## src/sv/stp_pkg.sv

```systemverilog
package stp_pkg;

   localparam int VALUE_W     = 32;  // req word payload width
   localparam int RSP_W       = 8;   // rsp word, result in bit 0
   localparam int SMALL_LIMIT = 4;   // values below this are never semiprime

   typedef enum logic [2:0] {
      ST_IDLE,
      ST_START,
      ST_DIV,
      ST_EVAL,
      ST_FINISH
   } ctrl_state_type;

   typedef struct packed {
      logic load;         // capture value, divisor = 2, factor search
      logic div_start;    // seed the divider with n / d
      logic div_step;     // one restoring-division bit
      logic next_d;       // try the next divisor
      logic to_cofactor;  // n <= quotient, start cofactor primality test
   } dp_cmd_type;

   typedef struct packed {
      logic tiny;         // factor phase and n < 4
      logic div_last;     // divider is on its final bit
      logic bound_fail;   // d > n / d, search exhausted
      logic rem_zero;     // d divides n
      logic cofactor;     // in cofactor phase
   } dp_status_type;

endpackage

```

## src/sv/stp_dpath.sv

```systemverilog
module stp_dpath import stp_pkg::*; #(
   parameter int VB = 32
) (
   input  logic                clock,
   input  logic                reset,
   input  logic [VALUE_W-1:0]  value,
   input  dp_cmd_type          cmd,
   output dp_status_type       status
);

   localparam int CW = (VB > 1) ? $clog2(VB) : 1;

   logic [VB-1:0] n_ff, n_in;
   logic [VB-1:0] d_ff, d_in;
   logic [VB-1:0] quo_ff, quo_in;
   logic [VB-1:0] rem_ff, rem_in;
   logic [CW-1:0] cnt_ff, cnt_in;
   logic          cof_ff, cof_in;

   logic [VB-1:0] value_n;
   logic [VB:0]   trial;
   logic          fits;

   // keep the low VB bits of the value, zero-extend when VB is wider
   always_comb begin
      value_n = '0;
      for (int i = 0; i < VB; i++) begin
         if (i < VALUE_W) begin
            value_n[i] = value[i];
         end
      end
   end

   // restoring division, one quotient bit a cycle
   assign trial = {rem_ff, quo_ff[VB-1]};
   assign fits  = (trial >= {1'b0, d_ff});

   always_comb begin
      n_in   = n_ff;
      d_in   = d_ff;
      quo_in = quo_ff;
      rem_in = rem_ff;
      cnt_in = cnt_ff;
      cof_in = cof_ff;
      if (cmd.load) begin
         n_in   = value_n;
         d_in   = {{(VB-2){1'b0}}, 2'd2};
         cof_in = 1'b0;
      end
      if (cmd.to_cofactor) begin
         n_in   = quo_ff;
         cof_in = 1'b1;
      end
      if (cmd.next_d) begin
         d_in = d_ff + 1'b1;
      end
      if (cmd.div_start) begin
         quo_in = n_ff;
         rem_in = '0;
         cnt_in = '0;
      end
      if (cmd.div_step) begin
         quo_in = {quo_ff[VB-2:0], fits};
         rem_in = fits ? VB'(trial - {1'b0, d_ff}) : trial[VB-1:0];
         cnt_in = cnt_ff + 1'b1;
      end
   end

   always_ff @(posedge clock) begin
      n_ff   <= n_in;
      d_ff   <= d_in;
      quo_ff <= quo_in;
      rem_ff <= rem_in;
      cnt_ff <= cnt_in;
      if (reset) begin
         cof_ff <= 1'b0;
      end else begin
         cof_ff <= cof_in;
      end
   end

   assign status.tiny       = !cof_ff && (n_ff < VB'(SMALL_LIMIT));
   assign status.div_last   = (cnt_ff == CW'(VB - 1));
   assign status.bound_fail = (d_ff > quo_ff);
   assign status.rem_zero   = (rem_ff == '0);
   assign status.cofactor   = cof_ff;

endmodule

```

## src/sv/stp_ctrl.sv

```systemverilog
module stp_ctrl import stp_pkg::*; (
   input  logic              clock,
   input  logic              reset,
   input  logic              req_tvalid,
   output logic              req_tready,
   output logic              rsp_tvalid,
   input  logic              rsp_tready,
   output logic              rsp_bit,
   input  dp_status_type     status,
   output dp_cmd_type        cmd
);

   ctrl_state_type state_ff, state_in;
   logic           result_ff, result_in;
   logic           rsp_valid_ff, rsp_valid_in;
   logic           rsp_bit_ff, rsp_bit_in;
   logic           out_free;

   assign out_free = !rsp_valid_ff || rsp_tready;

   // next state
   always_comb begin
      state_in = state_ff;
      unique case (state_ff)
         ST_IDLE: begin
            if (req_tvalid) state_in = ST_START;
         end
         ST_START: begin
            state_in = status.tiny ? ST_FINISH : ST_DIV;
         end
         ST_DIV: begin
            if (status.div_last) state_in = ST_EVAL;
         end
         ST_EVAL: begin
            if (status.bound_fail) begin
               state_in = ST_FINISH;
            end else if (status.rem_zero) begin
               state_in = status.cofactor ? ST_FINISH : ST_START;
            end else begin
               state_in = ST_START;
            end
         end
         ST_FINISH: begin
            if (out_free) state_in = ST_IDLE;
         end
         default: state_in = ST_IDLE;
      endcase
   end

   // outputs and commands
   always_comb begin
      cmd        = '0;
      req_tready = 1'b0;
      result_in  = result_ff;
      unique case (state_ff)
         ST_IDLE: begin
            req_tready = 1'b1;
            cmd.load   = req_tvalid;
         end
         ST_START: begin
            if (status.tiny) begin
               result_in = 1'b0;
            end else begin
               cmd.div_start = 1'b1;
            end
         end
         ST_DIV: begin
            cmd.div_step = 1'b1;
         end
         ST_EVAL: begin
            if (status.bound_fail) begin
               // no divisor up to the root: prime, good only as cofactor
               result_in = status.cofactor;
            end else if (status.rem_zero) begin
               if (status.cofactor) begin
                  result_in = 1'b0;
               end else begin
                  cmd.to_cofactor = 1'b1;
               end
            end else begin
               cmd.next_d = 1'b1;
            end
         end
         ST_FINISH: ;
         default: ;
      endcase
   end

   // output register
   always_comb begin
      rsp_valid_in = rsp_valid_ff;
      rsp_bit_in   = rsp_bit_ff;
      if (rsp_valid_ff && rsp_tready) rsp_valid_in = 1'b0;
      if (state_ff == ST_FINISH && out_free) begin
         rsp_valid_in = 1'b1;
         rsp_bit_in   = result_ff;
      end
   end

   always_ff @(posedge clock) begin
      result_ff  <= result_in;
      rsp_bit_ff <= rsp_bit_in;
      if (reset) begin
         state_ff     <= ST_IDLE;
         rsp_valid_ff <= 1'b0;
      end else begin
         state_ff     <= state_in;
         rsp_valid_ff <= rsp_valid_in;
      end
   end

   assign rsp_tvalid = rsp_valid_ff;
   assign rsp_bit    = rsp_bit_ff;

endmodule

```

## src/sv/semiprime_tester_top.sv

```systemverilog
// Channel | Dir | Handshake              | Payload
// req     | in  | req_tvalid/req_tready  | req_tdata[31:0] value
// rsp     | out | rsp_tvalid/rsp_tready  | rsp_tdata[0] is_semiprime, [7:1] zero
//
// Sequence per candidate divisor: seed, VB restoring-division bits, decide.
// Reset: synchronous, active high; clears the controller state, output valid and the datapath cofactor flag.
// Stalls: one word in work at a time; req_tready is high only when idle.
//   A finished result waits in the output register; the next word can be
//   taken while it waits, and its own result holds back until it drains.
module semiprime_tester_top import stp_pkg::*; #(
   parameter int VALUE_BITS = 32
) (
   input  logic               clock,
   input  logic               reset,
   input  logic               req_tvalid,
   output logic               req_tready,
   input  logic [VALUE_W-1:0] req_tdata,   // [31:0] value
   output logic               rsp_tvalid,
   input  logic               rsp_tready,
   output logic [RSP_W-1:0]   rsp_tdata    // [0] is_semiprime, [7:1] zero
);

   dp_cmd_type    cmd;
   dp_status_type status;
   logic          rsp_bit;

   // controller: sequences seed / divide / decide, owns the output register
   stp_ctrl u_ctrl (
      .clock      (clock),
      .reset      (reset),
      .req_tvalid (req_tvalid),
      .req_tready (req_tready),
      .rsp_tvalid (rsp_tvalid),
      .rsp_tready (rsp_tready),
      .rsp_bit    (rsp_bit),
      .status     (status),
      .cmd        (cmd)
   );

   // datapath: value, trial divisor, serial divider
   stp_dpath #(
      .VB (VALUE_BITS)
   ) u_dpath (
      .clock  (clock),
      .reset  (reset),
      .value  (req_tdata),
      .cmd    (cmd),
      .status (status)
   );

   assign rsp_tdata = {{(RSP_W-1){1'b0}}, rsp_bit};

endmodule

```

## config.mk

```make
export PLATFORM = sky130hd
export DESIGN_NAME = semiprime_tester_top
export DESIGN_NICKNAME = d
export VERILOG_FILES = /design/src/sv/stp_pkg.sv /design/src/sv/stp_dpath.sv /design/src/sv/stp_ctrl.sv /design/src/sv/semiprime_tester_top.sv
export SDC_FILE = /design/constraint.sdc
export NUM_CORES = 1
export LEC_CHECK = 0
export BUFFER_PORTS_ARGS = -buffer_cell sky130_fd_sc_hd__buf_2
export CELL_PAD_IN_SITES_DETAIL_PLACEMENT = 0
export CELL_PAD_IN_SITES_GLOBAL_PLACEMENT = 1
export CORE_AREA = 2 2 142 144
export CTS_CLUSTER_SIZE = 25
export DETAILED_ROUTE_END_ITERATION = 8
export DIE_AREA = 0 0 144 146
export GPL_ROUTABILITY_DRIVEN = 0
export GPL_TIMING_DRIVEN = 0
export PLACE_DENSITY_LB_ADDON = 0.1
export SKIP_CTS_REPAIR_TIMING = 1
export SLEW_MARGIN = 20
export SYNTH_ARGS = -nofsm -noshare
export SYNTH_HDL_FRONTEND = slang
export SYNTH_SLANG_ARGS = --single-unit
export TNS_END_PERCENT = 1
```

## constraint.sdc

```tcl
create_clock -name clock -period 4.7 [get_ports clock]
set_input_delay 0.235 -clock clock [delete_from_list [all_inputs] [get_ports clock]]
set_output_delay 0.235 -clock clock [all_outputs]
set_load 0.02 [all_outputs]
```

==> results of run 1 <==
## Yosys cell counts, types with 9 or more instances
cell type | instances | area [um2]
xnor2_1 | 44 | 385.4
o21a_1 | 13 | 97.59
nand4_1 | 18 | 112.6
buf_4 | 11 | 82.58
xor2_1 | 9 | 78.83
clkbuf_1 | 19 | 71.32
nand3_1 | 26 | 130.1
mux2_2 | 25 | 281.5
nor2_1 | 79 | 296.5
nor4_1 | 20 | 125.1
nand2_1 | 103 | 386.6
ha_1 | 67 | 838.3
edfxtp_1 | 135 | 4054
inv_1 | 74 | 277.8
nor3_1 | 12 | 60.06
a21oi_1 | 58 | 290.3
a21o_1 | 31 | 232.7
and3_1 | 11 | 68.82
o21ai_0 | 51 | 255.2
## report_power, final
part,internal [mW],total (mW),switching [mW]
Sequential,1.81,2.06,0.247
Clock,0.780,1.33,0.545
Combinational,1.13,2.91,1.78
Total,3.73,6.30,2.57
## metal layers
metal	up-vias	GRT usage [%]
met2	145	36.12
met5	-	0
li1	3550	-
met4	0	6.471
met1	3380	32.86
met3	23	2.994
## flip-flops by register name, summed over array words and instances, names as in the netlist
| name | count |
|---|---|
| u_ctrl.rsp_bit | 1 |
| u_ctrl.state_ff | 3 |
| u_dpath.cnt_ff | 5 |
| u_ctrl.rsp_tvalid | 1 |
| u_dpath.n_ff | 32 |
| u_ctrl.result_ff | 1 |
| u_dpath.cof_ff | 1 |
| u_dpath.quo_ff | 32 |
| u_dpath.d_ff | 32 |
| u_dpath.rem_ff | 32 |
## cell families after synthesis
logic type	after synthesis	synth area share, %
simple gates	316	16.50
compound gates	209	14.75
flops	140	44.36
buf+inv	116	5.625
fa+ha+maj	68	9.165
xor+xnor	53	4.957
mux	39	4.609
other cells	1	0.04004
## metrics by stage
stage                     TNS (ns)  instances  util [%]
after global routing             0       1286     54.66
after CTS                        0       1286     54.66
final                            0       1286     54.66
after floorplan                  0        948         -
after global placement      -98.48       1251     51.25
after detailed placement         0       1254     51.67
## how the worst max path moves through the flow
stage                     start            endpoint  cells past startpoint
6_report       u_dpath.d_ff[25]     u_dpath.d_ff[8]                      9
3_5_place_dp   u_dpath.d_ff[25]     u_dpath.d_ff[6]                      9
4_1_cts        u_dpath.d_ff[25]     u_dpath.d_ff[1]                      9
2_1_floorplan    u_dpath.cof_ff   u_dpath.cnt_ff[0]                      6
3_3_place_gp   u_dpath.n_ff[16]  u_dpath.rem_ff[11]                      6
5_1_grt        u_dpath.d_ff[25]     u_dpath.d_ff[1]                      9
## final cells by class
type                            count  share of cell area, %
Clock inverter                     14                  1.409
Tap cell                          265                  3.138
Buffer                             41                  2.321
Multi-Input combinational cell    692                  44.66
Timing Repair Buffer               41                  2.439
Inverter                           75                  2.664
Sequential cell                   140                  39.31
Clock buffer                       18                  4.061
## worst reg2reg max path, stage by stage, from the launching register on
cell and delay, ns:
edfxtp_1 0.52, ha_1 0.36, nand4_1 0.17, nor4_1 0.59
nand2_1 0.21, a21oi_1 0.31, nor4b_1 0.14, o21ai_1 0.53
buf_2 0.36, nand2_2 0.48
## cell usage in the layout, fill, tap and decap left out, types with 13 or more instances in the layout
cell and count:
o21a_1 13, xnor2_1 44, edfxtp_1 135, a21o_1 31
nor4_1 20, nand2_1 101, o21ai_0 51, buf_2 42
nor2_1 78, clkbuf_16 17, clkbuf_1 20, ha_1 67
a21oi_1 58, inv_1 74, mux2_2 25, nand3_1 26
nand4_1 18
==> run metrics, run 1 <==
status finished clean; worst skew pair latency 0.42 ns; number of diodes 0; dpl ws 0.5903 ns; Core Box Area 0.01933 mm2; slowest CP cell nor4_1; Max FO, Critical Path 32; total CTS buffers 17; per-cell routed wire length 18.05 um; Top Ports 46; endpoint class of the critical path flip-flop; sequential-to-total area share from yosys stat 44.36%; first-pass GRT wire length 36970 um; syn avg cell area 9.942 um2; aggregate global routing overflow 0; hold depth 2; Slew Viols, Final 0; DRT Pass-1 Iters 5; WP data arrival 4.10 ns; fraction of registers with async set/reset 0%; num rows 51; drt via density 5.519; HP Class in -> reg; number of enable flip-flop cells after synthesis 135; die height 146 um; Initial DRC Count 490; total length of routed met2 wires 10590 um; Setup crit start kind flip-flop; routed wl met3 858 um; critical path's top delay family simple AND/OR/NAND/NOR gates; Nets 1112; RSZ-0062 raised after global routing false; Buf/Inv on CP 1; area delta synth->final 12.84%; Mapped Area 0.009365 mm2; Setup CP Type reg -> reg; Final period util 87.44%; Die Wd 144 um; DP Area 0.009990 mm2; WHS Endpoint u_ctrl.rsp_tvalid; fmax 243.3 MHz; die footprint 0.02102 mm2; Cell variety after synth 73; Hold Fails Final Rpt 0; R2R Path Start u_dpath.d_ff[25]; worst reg-to-reg path cell count 9; synthesized netlist cell count 942; Synth Flop Type edfxtp_1; max cap viols 0; Vias 7098; min cycle time layout 4.110 ns; Root Buffer clkbuf_16; Remaining DRCs 0; Max Used Layer met4; initial antenna violation count 0; CTS H-Tree Depth 4; sequential standard cell area 0.004154 mm2; worst slew pin tran 0.8144 ns; fin area 0.01057 mm2; Final Power 6.296 mW; CTS tree yes; Max-slew headroom 45.51%; worst hold slack 0.02841 ns; Synth Register Bits 140; area taken by multi-input logic gates 0.004720 mm2; leakage power 4.272 nW; number of global-route vias before repair 6951; Antenna Violating Nets Remaining 0; crit-path max cell delay 0.59 ns; Synth warnings 0; total power divided by cell area 595.8 mW/mm2; Initial Util 48.44%; share of cells above drive strength 1 14.69%; Worst IR Drop VDD 0.0002637 V; GRT Util Overall 22.84%; detailed placer's ending HPWL 17580 um; TritonCTS Sinks 140; largest net degree at the start of global routing 33; critical path data required time 4.69 ns; Hold Startpoint reset; Reg-to-Reg End u_dpath.d_ff[8]; setup violators final 0; Post-Route Skew 0.009114 ns; filler instances 1791; Worst-path clk slew 0.06 ns; WL met1 11440 um; Setup WS post-layout 0.5902 ns; CTS max path bufs 2; R2R Setup Slk 0.59 ns; Port-buffer cells 38; Post-Route WL 23220 um; Cell Chain, Critical Path ha_1, nand4_1, nor4_1, nand2_1, a21oi_1, nor4b_1, o21ai_1, buf_2, nand2_2
(Power assumes the default switching activity.)
==> run 2: changes to the inputs <==
- PLACE_DENSITY_LB_ADDON: 0.1 -> 0.12
==> run metrics, run 2 (synthesis gave the netlist of run 1 again) <==
Root Buffer clkbuf_16; post-route insts no fill 1285; Max-slew headroom 46.46%; beginning of the critical path u_dpath.d_ff[25]; Internal 3.672 mW; hold depth 2; worst reg-to-reg path cell count 9; sw power 2.530 mW; endpoint class of the critical path flip-flop; Max FO, Critical Path 32; setup violators final 0; num rows 51; worst hold slack 0.03050 ns; CTS H-Tree Depth 4; number of diodes 0; largest net degree at the start of global routing 33; HP Class in -> reg; leakage power 4.267 nW; Setup CP Type reg -> reg; crit path to u_dpath.d_ff[5]; Setup WS post-layout 0.5457 ns; die footprint 0.02102 mm2; GRT Util Overall 22.35%; filler instances 1771; most common cell after layout, fill and taps aside edfxtp_1; Nets 1112; first-pass GRT wire length 36290 um; Post-Route Skew 0.01500 ns; Port-buffer cells 38; Final period util 88.39%; R2R Path Start u_dpath.d_ff[25]; DP Area 0.01000 mm2; Vias 7055; Final TNS setup 0 ns; share of cells above drive strength 1 14.41%; Final Util 54.50%; CTS tree yes; Clk pwr share 20.0%; Initial Util 48.44%; Antenna Violating Nets Remaining 0; worst skew pair latency 0.43 ns; max cap viols 0; drt via density 5.490; Inst Count DP 1254; fmax 240.7 MHz; number of global-route vias before repair 6898; RSZ-0062 raised after global routing false; combinational group share of total power 46.8%; TritonCTS Sinks 140; per-cell routed wire length 17.87 um; Die Wd 144 um; Reg power frac 33.2%; CTS max path bufs 2; R2R Setup Slk 0.55 ns; area delta synth->final 12.52%; detailed placer's ending HPWL 17670 um; total CTS buffers 17; status finished clean; fin area 0.01054 mm2; Slew Viols, Final 0; Top Ports 46; commonest non-fill, non-tap cells in the layout edfxtp_1, nand2_1, nor2_1; Hold Fails Final Rpt 0; Sw Share 40.79%; Worst-path clk slew 0.06 ns; initial antenna violation count 0; Core Box Area 0.01933 mm2; WP data arrival 4.15 ns; Reg-to-Reg End u_dpath.d_ff[5]; Remaining DRCs 0; worst slew pin tran 0.8003 ns; DRT Pass-1 Iters 4; Setup crit start kind flip-flop; min cycle time layout 4.154 ns; Initial DRC Count 432; Post-Route WL 22960 um; aggregate global routing overflow 0; critical path data required time 4.70 ns; dpl ws 0.5230 ns; Final Power 6.201 mW; die height 146 um; total power divided by cell area 588.5 mW/mm2; Worst IR Drop VDD 0.0002332 V
==> run 2: changes by cell type in the layout (fill, tap and decap cells not counted) <==
| cell | change |
|---|---|
| buf_12 | -2 |
| buf_16 | +2 |
| clkinv_1 | +2 |
| clkinv_2 | +2 |
| clkinv_4 | -2 |
| clkinvlp_4 | -2 |
| bufinv_16 | -1 |
==> run 2: area by class of cell <==
type / count / area [um2] / area share, %
multi-input combinational: 692 / 4720 / 44.79
clock buffer: 18 / 429.2 / 4.073
inverter: 75 / 281.5 / 2.672
clock inverter: 13 / 103.9 / 0.9855
tap: 265 / 331.6 / 3.147
timing repair buffer: 41 / 272.8 / 2.588
sequential: 140 / 4154 / 39.42
buffer: 41 / 245.2 / 2.327
==> run 2: worst min path at each step <==
| stage | start | to | slack [ns] |
|---|---|---|---|
| after global placement | u_ctrl.result_ff | u_ctrl.rsp_bit | 0.42 |
| after floorplan | reset | u_ctrl.rsp_tvalid | 0.30 |
| after global routing | reset | u_ctrl.rsp_tvalid | 0.03 |
| after CTS | reset | u_ctrl.rsp_tvalid | 0.02 |
| final | reset | u_ctrl.rsp_tvalid | 0.03 |
| after detailed placement | u_ctrl.result_ff | u_ctrl.rsp_bit | 0.43 |
==> run 2: metal layers <==
layer | routed length [um] | part of all wire [%] | GRT usage, %
met1 | 11220 | 49 | 31.50
met2 | 10490 | 46 | 35.69
met3 | 861 | 3.8 | 3.554
met4 | 388 | 1.7 | 6.225
met5 | 0 | 0 | 0
==> run 2: worst max-delay path: stages (launching register included) <==
cell and delay [ns]:
edfxtp_1 0.54, ha_1 0.37, nand4_1 0.17, nor4_1 0.61
nand2_1 0.21, a21oi_1 0.32, nor4b_1 0.15, o21ai_1 0.51
buf_2 0.35, nand2_2 0.47
==> run 2: power groups by stage <==
stage | combinational [mW] | clock (mW) | sequential [mW]
finish | 2.90 | 1.24 | 2.06
global route | 3.25 | 1.31 | 2.10
detailed placement | 2.90 | 0 | 2.08
global placement | 2.81 | 0 | 2.11
floorplan | 2.17 | 0 | 2.01
CTS | 2.91 | 1.25 | 2.06
